**src/rtl/pafs_pkg.sv**
```systemverilog
package pafs_pkg;

  localparam logic OP_BEGIN  = 1'b0;
  localparam logic OP_VERTEX = 1'b1;

  localparam logic [1:0] MODE_NONE  = 2'd0;
  localparam logic [1:0] MODE_FAN   = 2'd1;
  localparam logic [1:0] MODE_STRIP = 2'd2;

  // Vertex phase: first, second, later with even count, later with odd count
  localparam logic [1:0] PH_FIRST  = 2'd0;
  localparam logic [1:0] PH_SECOND = 2'd1;
  localparam logic [1:0] PH_EVEN   = 2'd2;
  localparam logic [1:0] PH_ODD    = 2'd3;

  localparam logic [1:0] CORNER_0 = 2'd0;
  localparam logic [1:0] CORNER_1 = 2'd1;
  localparam logic [1:0] CORNER_2 = 2'd2;

  localparam int unsigned QDEPTH = 2;
  localparam int unsigned QPTR_W = 1;
  localparam int unsigned QCNT_W = 2;

  typedef struct packed {
    logic [31:0] pos_x;
    logic [31:0] pos_y;
    logic [31:0] pos_z;
    logic [31:0] norm_x;
    logic [31:0] norm_y;
    logic [31:0] norm_z;
  } vtx_t;

  typedef struct packed {
    vtx_t c0;
    vtx_t c1;
    vtx_t c2;
  } tri_t;

  // Handshake between queue and back end
  typedef struct packed {
    logic valid;
    tri_t data;
  } tri_req_t;

endpackage

```
**src/rtl/pafs_front.sv**
```systemverilog
module pafs_front (
  input  logic          clk_i,
  input  logic          rst_ni,
  input  logic          accept_i,
  input  logic          op_i,
  input  logic [1:0]    prim_mode_i,
  input  pafs_pkg::vtx_t vtx_i,
  output logic          tri_valid_o,
  output pafs_pkg::tri_t tri_o
);
  import pafs_pkg::*;

  logic [1:0] kind_q, kind_d;
  logic [1:0] phase_q, phase_d;
  vtx_t       slot0_q, slot0_d;
  vtx_t       slot1_q, slot1_d;
  logic       active;
  logic       swap;

  assign active = (kind_q == MODE_FAN) || (kind_q == MODE_STRIP);
  assign swap   = (kind_q == MODE_STRIP) && (phase_q == PH_ODD);

  always_comb begin
    kind_d      = kind_q;
    phase_d     = phase_q;
    slot0_d     = slot0_q;
    slot1_d     = slot1_q;
    tri_valid_o = 1'b0;
    tri_o.c0    = swap ? slot1_q : slot0_q;
    tri_o.c1    = swap ? slot0_q : slot1_q;
    tri_o.c2    = vtx_i;
    if (accept_i) begin
      if (op_i == OP_BEGIN) begin
        kind_d  = ((prim_mode_i == MODE_FAN) || (prim_mode_i == MODE_STRIP)) ?
                  prim_mode_i : MODE_NONE;
        phase_d = PH_FIRST;
      end else begin
        if (active) begin
          case (phase_q)
            PH_FIRST:  slot0_d = vtx_i;
            PH_SECOND: slot1_d = vtx_i;
            default: begin
              tri_valid_o = 1'b1;
              if (kind_q == MODE_STRIP) slot0_d = slot1_q;
              slot1_d = vtx_i;
            end
          endcase
        end
        phase_d = (phase_q == PH_ODD) ? PH_EVEN : phase_q + 2'd1;
      end
    end
  end

  always_ff @(posedge clk_i or negedge rst_ni) begin
    if (!rst_ni) begin
      kind_q  <= MODE_NONE;
      phase_q <= PH_FIRST;
    end else begin
      kind_q  <= kind_d;
      phase_q <= phase_d;
    end
  end

  always_ff @(posedge clk_i) begin
    slot0_q <= slot0_d;
    slot1_q <= slot1_d;
  end

endmodule

```
**src/rtl/pafs_queue.sv**
```systemverilog
module pafs_queue (
  input  logic               clk_i,
  input  logic               rst_ni,
  input  logic               wr_i,
  input  pafs_pkg::tri_t     wr_data_i,
  output logic               full_o,
  input  logic               rd_i,
  output pafs_pkg::tri_req_t rd_o
);
  import pafs_pkg::*;

  tri_t              mem_q [QDEPTH];
  logic [QPTR_W-1:0] wptr_q, rptr_q;
  logic [QCNT_W-1:0] cnt_q;
  logic              do_wr, do_rd;

  assign full_o     = (cnt_q == QCNT_W'(QDEPTH));
  assign rd_o.valid = (cnt_q != '0);
  assign rd_o.data  = mem_q[rptr_q];
  assign do_wr      = wr_i && !full_o;
  assign do_rd      = rd_i && rd_o.valid;

  always_ff @(posedge clk_i or negedge rst_ni) begin
    if (!rst_ni) begin
      wptr_q <= '0;
      rptr_q <= '0;
      cnt_q  <= '0;
    end else begin
      if (do_wr) wptr_q <= wptr_q + QPTR_W'(1);
      if (do_rd) rptr_q <= rptr_q + QPTR_W'(1);
      case ({do_wr, do_rd})
        2'b10:   cnt_q <= cnt_q + QCNT_W'(1);
        2'b01:   cnt_q <= cnt_q - QCNT_W'(1);
        default: cnt_q <= cnt_q;
      endcase
    end
  end

  always_ff @(posedge clk_i) begin
    if (do_wr) mem_q[wptr_q] <= wr_data_i;
  end

endmodule

```
**src/rtl/pafs_back.sv**
```systemverilog
module pafs_back (
  input  logic               clk_i,
  input  logic               rst_ni,
  input  pafs_pkg::tri_req_t req_i,
  output logic               take_o,
  output logic               empty_o,
  input  logic               pop_i,
  output pafs_pkg::vtx_t     vtx_o,
  output logic [1:0]         corner_o
);
  import pafs_pkg::*;

  tri_t       tri_q;
  logic       busy_q;
  logic [1:0] corner_q;
  logic       advance;

  assign advance = !busy_q || (pop_i && (corner_q == CORNER_2));
  assign take_o  = advance && req_i.valid;
  assign empty_o = !busy_q;
  assign corner_o = corner_q;

  always_comb begin
    case (corner_q)
      CORNER_0: vtx_o = tri_q.c0;
      CORNER_1: vtx_o = tri_q.c1;
      default:  vtx_o = tri_q.c2;
    endcase
  end

  always_ff @(posedge clk_i or negedge rst_ni) begin
    if (!rst_ni) begin
      busy_q   <= 1'b0;
      corner_q <= CORNER_0;
    end else if (advance) begin
      busy_q   <= req_i.valid;
      corner_q <= CORNER_0;
    end else if (pop_i) begin
      corner_q <= corner_q + 2'd1;
    end
  end

  always_ff @(posedge clk_i) begin
    if (take_o) tri_q <= req_i.data;
  end

endmodule

```
**src/rtl/primitive_assembler_fan_strip.sv**
```systemverilog
// With the back end idle, a vertex that closes a triangle is written into the triangle queue and
// then loaded into the back end's triangle register, which puts its first corner on the result ports.
// Throughput: one item per cycle in while full is low; one corner per cycle out while pop is held;
// each emitting vertex gives three corners; a two-deep triangle queue decouples front and back.
// Reset: rst_ni clears mode to none, vertex phase, queue pointers and the output stage.
// Saved vertex slots and queue storage are not reset; they are written before they are read.
module primitive_assembler_fan_strip (
  input  logic        clk_i,
  input  logic        rst_ni,
  input  logic        push,
  output logic        full,
  input  logic        op_i,
  input  logic [1:0]  prim_mode_i,
  input  logic [31:0] pos_x_i,
  input  logic [31:0] pos_y_i,
  input  logic [31:0] pos_z_i,
  input  logic [31:0] norm_x_i,
  input  logic [31:0] norm_y_i,
  input  logic [31:0] norm_z_i,
  output logic        empty,
  input  logic        pop,
  output logic [31:0] out_pos_x_o,
  output logic [31:0] out_pos_y_o,
  output logic [31:0] out_pos_z_o,
  output logic [31:0] out_norm_x_o,
  output logic [31:0] out_norm_y_o,
  output logic [31:0] out_norm_z_o,
  output logic [1:0]  corner_o,
  output logic        last_corner_o
);
  import pafs_pkg::*;

  vtx_t     vtx_in;
  vtx_t     vtx_out;
  logic     accept;
  logic     tri_valid;
  tri_t     tri_new;
  tri_req_t tri_req;
  logic     tri_take;

  // Gather the vertex words into one record
  assign vtx_in.pos_x  = pos_x_i;
  assign vtx_in.pos_y  = pos_y_i;
  assign vtx_in.pos_z  = pos_z_i;
  assign vtx_in.norm_x = norm_x_i;
  assign vtx_in.norm_y = norm_y_i;
  assign vtx_in.norm_z = norm_z_i;

  // Hold off input whenever the triangle queue has no room for a transaction
  assign accept = push && !full;

  // Front end: track mode and phase, keep the anchor/older and previous vertices,
  // and build each triangle with its corners already in output order.
  pafs_front u_front (
    .clk_i       (clk_i),
    .rst_ni      (rst_ni),
    .accept_i    (accept),
    .op_i        (op_i),
    .prim_mode_i (prim_mode_i),
    .vtx_i       (vtx_in),
    .tri_valid_o (tri_valid),
    .tri_o       (tri_new)
  );

  // Short queue of whole triangles between front and back
  pafs_queue u_queue (
    .clk_i     (clk_i),
    .rst_ni    (rst_ni),
    .wr_i      (tri_valid),
    .wr_data_i (tri_new),
    .full_o    (full),
    .rd_i      (tri_take),
    .rd_o      (tri_req)
  );

  // Back end: advance through the three corners, one per popped transaction
  pafs_back u_back (
    .clk_i    (clk_i),
    .rst_ni   (rst_ni),
    .req_i    (tri_req),
    .take_o   (tri_take),
    .empty_o  (empty),
    .pop_i    (pop),
    .vtx_o    (vtx_out),
    .corner_o (corner_o)
  );

  assign out_pos_x_o   = vtx_out.pos_x;
  assign out_pos_y_o   = vtx_out.pos_y;
  assign out_pos_z_o   = vtx_out.pos_z;
  assign out_norm_x_o  = vtx_out.norm_x;
  assign out_norm_y_o  = vtx_out.norm_y;
  assign out_norm_z_o  = vtx_out.norm_z;
  assign last_corner_o = (corner_o == CORNER_2);

endmodule
```
**config.mk**
```make
export PLATFORM = sky130hd
export DESIGN_NAME = primitive_assembler_fan_strip
export DESIGN_NICKNAME = d
export VERILOG_FILES = /design/src/rtl/pafs_pkg.sv /design/src/rtl/pafs_front.sv /design/src/rtl/pafs_queue.sv /design/src/rtl/pafs_back.sv /design/src/rtl/primitive_assembler_fan_strip.sv
export SDC_FILE = /design/constraint.sdc
export NUM_CORES = 2
export LEC_CHECK = 0
export BUFFER_PORTS_ARGS = -buffer_cell sky130_fd_sc_hd__buf_2
export CAP_MARGIN = 25
export CORE_MARGIN = 2
export CORE_UTILIZATION = 50
export DETAILED_ROUTE_END_ITERATION = 8
export GPL_TIMING_DRIVEN = 0
export PLACE_DENSITY = 0.67
export RECOVER_POWER = 100
export SLEW_MARGIN = 20
export SYNTH_ARGS = -nofsm -noshare
export SYNTH_HDL_FRONTEND = slang
export SYNTH_SLANG_ARGS = --single-unit
```
**constraint.sdc**
```tcl
create_clock -name clk_i -period 31.6 [get_ports clk_i]
set_clock_uncertainty 0.1 [all_clocks]
set_input_delay 4.74 -clock clk_i [delete_from_list [all_inputs] [get_ports clk_i]]
set_output_delay 4.74 -clock clk_i [all_outputs]
set_load 0.02 [all_outputs]
```
==> results.py <==
metrics = {
    "floorplanning": {
        "die_area_sq_um": 165000,
        "initial_core_util_pct": 50.4,
        "die_y_um": 406,
        "io_pins": 396,
        "core_area_sq_um": 161000,
        "die_width_um": 406,
        "rows": 147,
    },
    "route": {
        "drtPass1Iterations": 5,
        "drt_iter0_drc": 3448,
        "remaining_drc_errors": 0,
        "wire_per_inst_um": 25.5,
        "wl_um": 183000,
        "drt-vias-per-instance": 5.49,
        "dr_total_vias": 39300,
        "ant_nets": 0,
    },
    "final_layout": {
        "n_fill_cell": 12200,
        "stdcell_count": 7153,
        "syn2layout_area_growth_pct": 13.7,
        "utilization_pct": 57.3,
        "post_route_cells_drive_above_1_share_pct": 24.3,
        "fin_nets": 5019,
    },
    "timing": {
        "slew_violations": 135,
        "fmax_mhz": 65.6,
        "timing.hold.ws_ps": 398,
        "rsz0062_at_grt": "false",
        "setup_viol": 0,
        "tns_ps": 0,
        "slew_headroom_pct": -17.9,
        "period_needed_ps": 15250,
        "final_hold_viol_count": 0,
        "fin_crit_sh_pct": 48.3,
        "max_slew.worst_pin.slew_ps": 1770,
    },
    "yosys": {
        "synth_seq_cells": 2123,
        "synth.area.top_cells": "edfxtp_1 78%, mux2_2 16%, nand2_1 1.8%",
        "synth.most_common_cell": "edfxtp_1",
        "synth_edf_count": 2112,
        "syn_inst": 4090,
        "syn_area_sq_um": 80900,
        "synth_flop_cell": "edfxtp_1",
        "syn-num-nets": 4294,
        "yosys_warnings": 0,
        "yosysTopAreaCellShare_pct": 78.4,
        "async_reset_ff_share_pct": 0.518,
        "synth_largest_area_cell": "edfxtp_1",
        "synth_top_cells_by_count": "2112 x edfxtp_1, 1154 x mux2_2, 386 x nand2_1",
        "synth_seq_area_share_pct": 78.7,
        "yosys.cell_types.count": 27,
        "syn_avg_cell_area_sq_um": 19.8,
    },
    "global_routing": {
        "grt_max_degree": 26,
        "grt_pass1_wl_um": 264000,
        "grt.total_usage_pct": 22.1,
        "grt_pass1_vias": 40500,
        "gr-total-overflow": 0,
        "grt_antenna_before_repair": 41,
    },
    "power_and_ir_drop": {
        "power.leakage_uw": 0.0298,
        "peakVddDrop_v": 0.0000555,
        "power_uw": 8250,
        "power.density_nw_per_um2": 89.7,
    },
    "placement": {
        "io_buffers": 395,
        "place_inst": 6767,
        "hpwl_um": 120000,
        "globalplace.congestion": 0.743,
    },
    "clock_tree": {
        "clk_latency_ps": 850,
        "ctsLongestPathBuffers": 3,
        "htreeDepth": 4,
        "cts_resized": 0,
        "clk_pin_slew_worst_paths_ps": 60,
        "tritoncts": "yes",
        "root_buffer": "clkbuf_16",
        "cts-buffers-inserted": 206,
        "clkSinkCount": 2123,
        "postCtsSetupRepairBufs": 0,
        "cts_hold_buf": 0,
    },
    "critical_path": {
        "worst_setup_path_start_kind": "input port",
        "endpoint_kind": "flip-flop",
        "crit_type": "input port to flip-flop",
        "crit_arrival_ps": 15600,
        "worstPathMaxFanout": 23,
        "cp_data_required_time_ps": 31950,
    },
    "run": {
        "drv_cap": 9,
    },
    "run_status": {
        "violations": "max-capacitance violations, max-slew violations",
        "status": "finished with violations",
    },
    "worst_hold_path": {
        "hold_class": "flip-flop to flip-flop",
    },
}
through the flow:
stage               worst slack, ps  instance area, sq um
finish                        16350                 92000
CTS                           22610                 95000
detailed placement            23340                 88400
floorplan                      1180                 80900
global placement             -16710                 85600
global route                  15310                 92000
final cells by class:
class                   instances  area (sq um)  area share (%)
flip-flops and latches       2123         63700            69.2
multi-input cells            1771         16200            17.6
clock buffers                 253          5400            5.87
well taps                    2160          2700            2.94
repair buffers                517          2000            2.18
clock inverters               120          1180            1.29
plain buffers                 190           788           0.857
diodes                         13          32.5          0.0354
inverters                       6          22.5          0.0245
path summary, 6_finish.rpt:
| kind | startpoint | end | slack [ps] | depth (start not counted) |
|---|---|---|---|---|
| max reg2reg | u_front.kind_q[0]$_DFFE_PN0P_ | u_queue.mem_q[1][489]$_DFFE_PP_ | 19640 | 15 |
| max | push | u_queue.mem_q[1][489]$_DFFE_PP_ | 16350 | 13 |
| max in group asynchronous | rst_ni | u_queue.rptr_q$_DFFE_PN0P_ | 26810 | 1 |
| min | u_queue.mem_q[1][171]$_DFFE_PP_ | u_back.tri_q[171]$_DFFE_PP_ | 400 | 1 |
| min reg2reg | u_queue.mem_q[1][171]$_DFFE_PP_ | u_back.tri_q[171]$_DFFE_PP_ | 400 | 1 |
| min in group asynchronous | rst_ni | u_front.kind_q[0]$_DFFE_PN0P_ | 3930 | 1 |
cells by family after synthesis:
family | Yosys count | share of synthesized area, %
xor gates and xnor gates | 5 | 0.0542
DFF | 2123 | 78.7
and+or+nand+nor | 409 | 1.94
buffers and inverters | 196 | 1.27
adders and majority gates | 5 | 0.0773
muxes | 1156 | 16.1
AOI/OAI and AO/OA | 196 | 1.81
critical path, cell delays in order:
cell	delay (ps)
clkbuf_1	180
nand4_1	220
nor2_1	1140
clkbuf_1	810
clkbuf_1	970
clkbuf_1	1060
clkbuf_1	890
clkbuf_1	740
clkbuf_1	930
clkbuf_1	1060
clkbuf_1	750
clkbuf_1	890
clkbuf_1	1120
cells in the final DEF (no fill, tap or decap), types with 2 or more instances in the layout:
cell	count
nor2b_1	3
clkbuf_16	209
clkinv_2	35
mux2_2	882
inv_16	4
mux2_1	272
clkinv_16	7
buf_4	16
nand2_1	386
clkbuf_2	5
clkinvlp_4	2
clkinv_4	3
ha_1	5
xnor2_1	3
bufinv_16	15
clkbuf_1	699
buf_1	4
mux2i_1	2
inv_1	6
buf_6	3
dfrtp_1	11
clkinv_1	51
a22oi_1	192
inv_6	2
xor2_1	2
buf_8	2
nor2_1	10
nand2b_1	3
buf_2	22
edfxtp_1	2112
diode_2	13
power breakdown:
part,internal (uW),switching (uW)
registers,3540,75.2
clock network,1340,1040
logic,713,1540
total,5590,2660
sequential cells by signal (all words and copies together), names as in the netlist:
| name | cells |
|---|---|
| u_front.phase_q | 2 |
| u_front.kind_q | 2 |
| u_queue.rptr_q | 1 |
| u_queue.wptr_q | 1 |
| u_queue.mem_q | 1152 |
| u_front.slot1_q | 192 |
| u_back.corner_o | 2 |
| u_back.busy_q | 1 |
| u_back.tri_q | 576 |
| u_front.slot0_q | 192 |
| u_queue.cnt_q | 2 |
metal layers:
metal / GRT usage, % / vias up / wire [um]
met5: 0 / - / 221
met4: 6.43 / 32 / 4210
met3: 4.75 / 268 / 11100
met2: 36.9 / 1043 / 90700
met1: 29.2 / 20400 / 76400
li1: - / 17600 / -
Power figures use the tool's default switching activity.
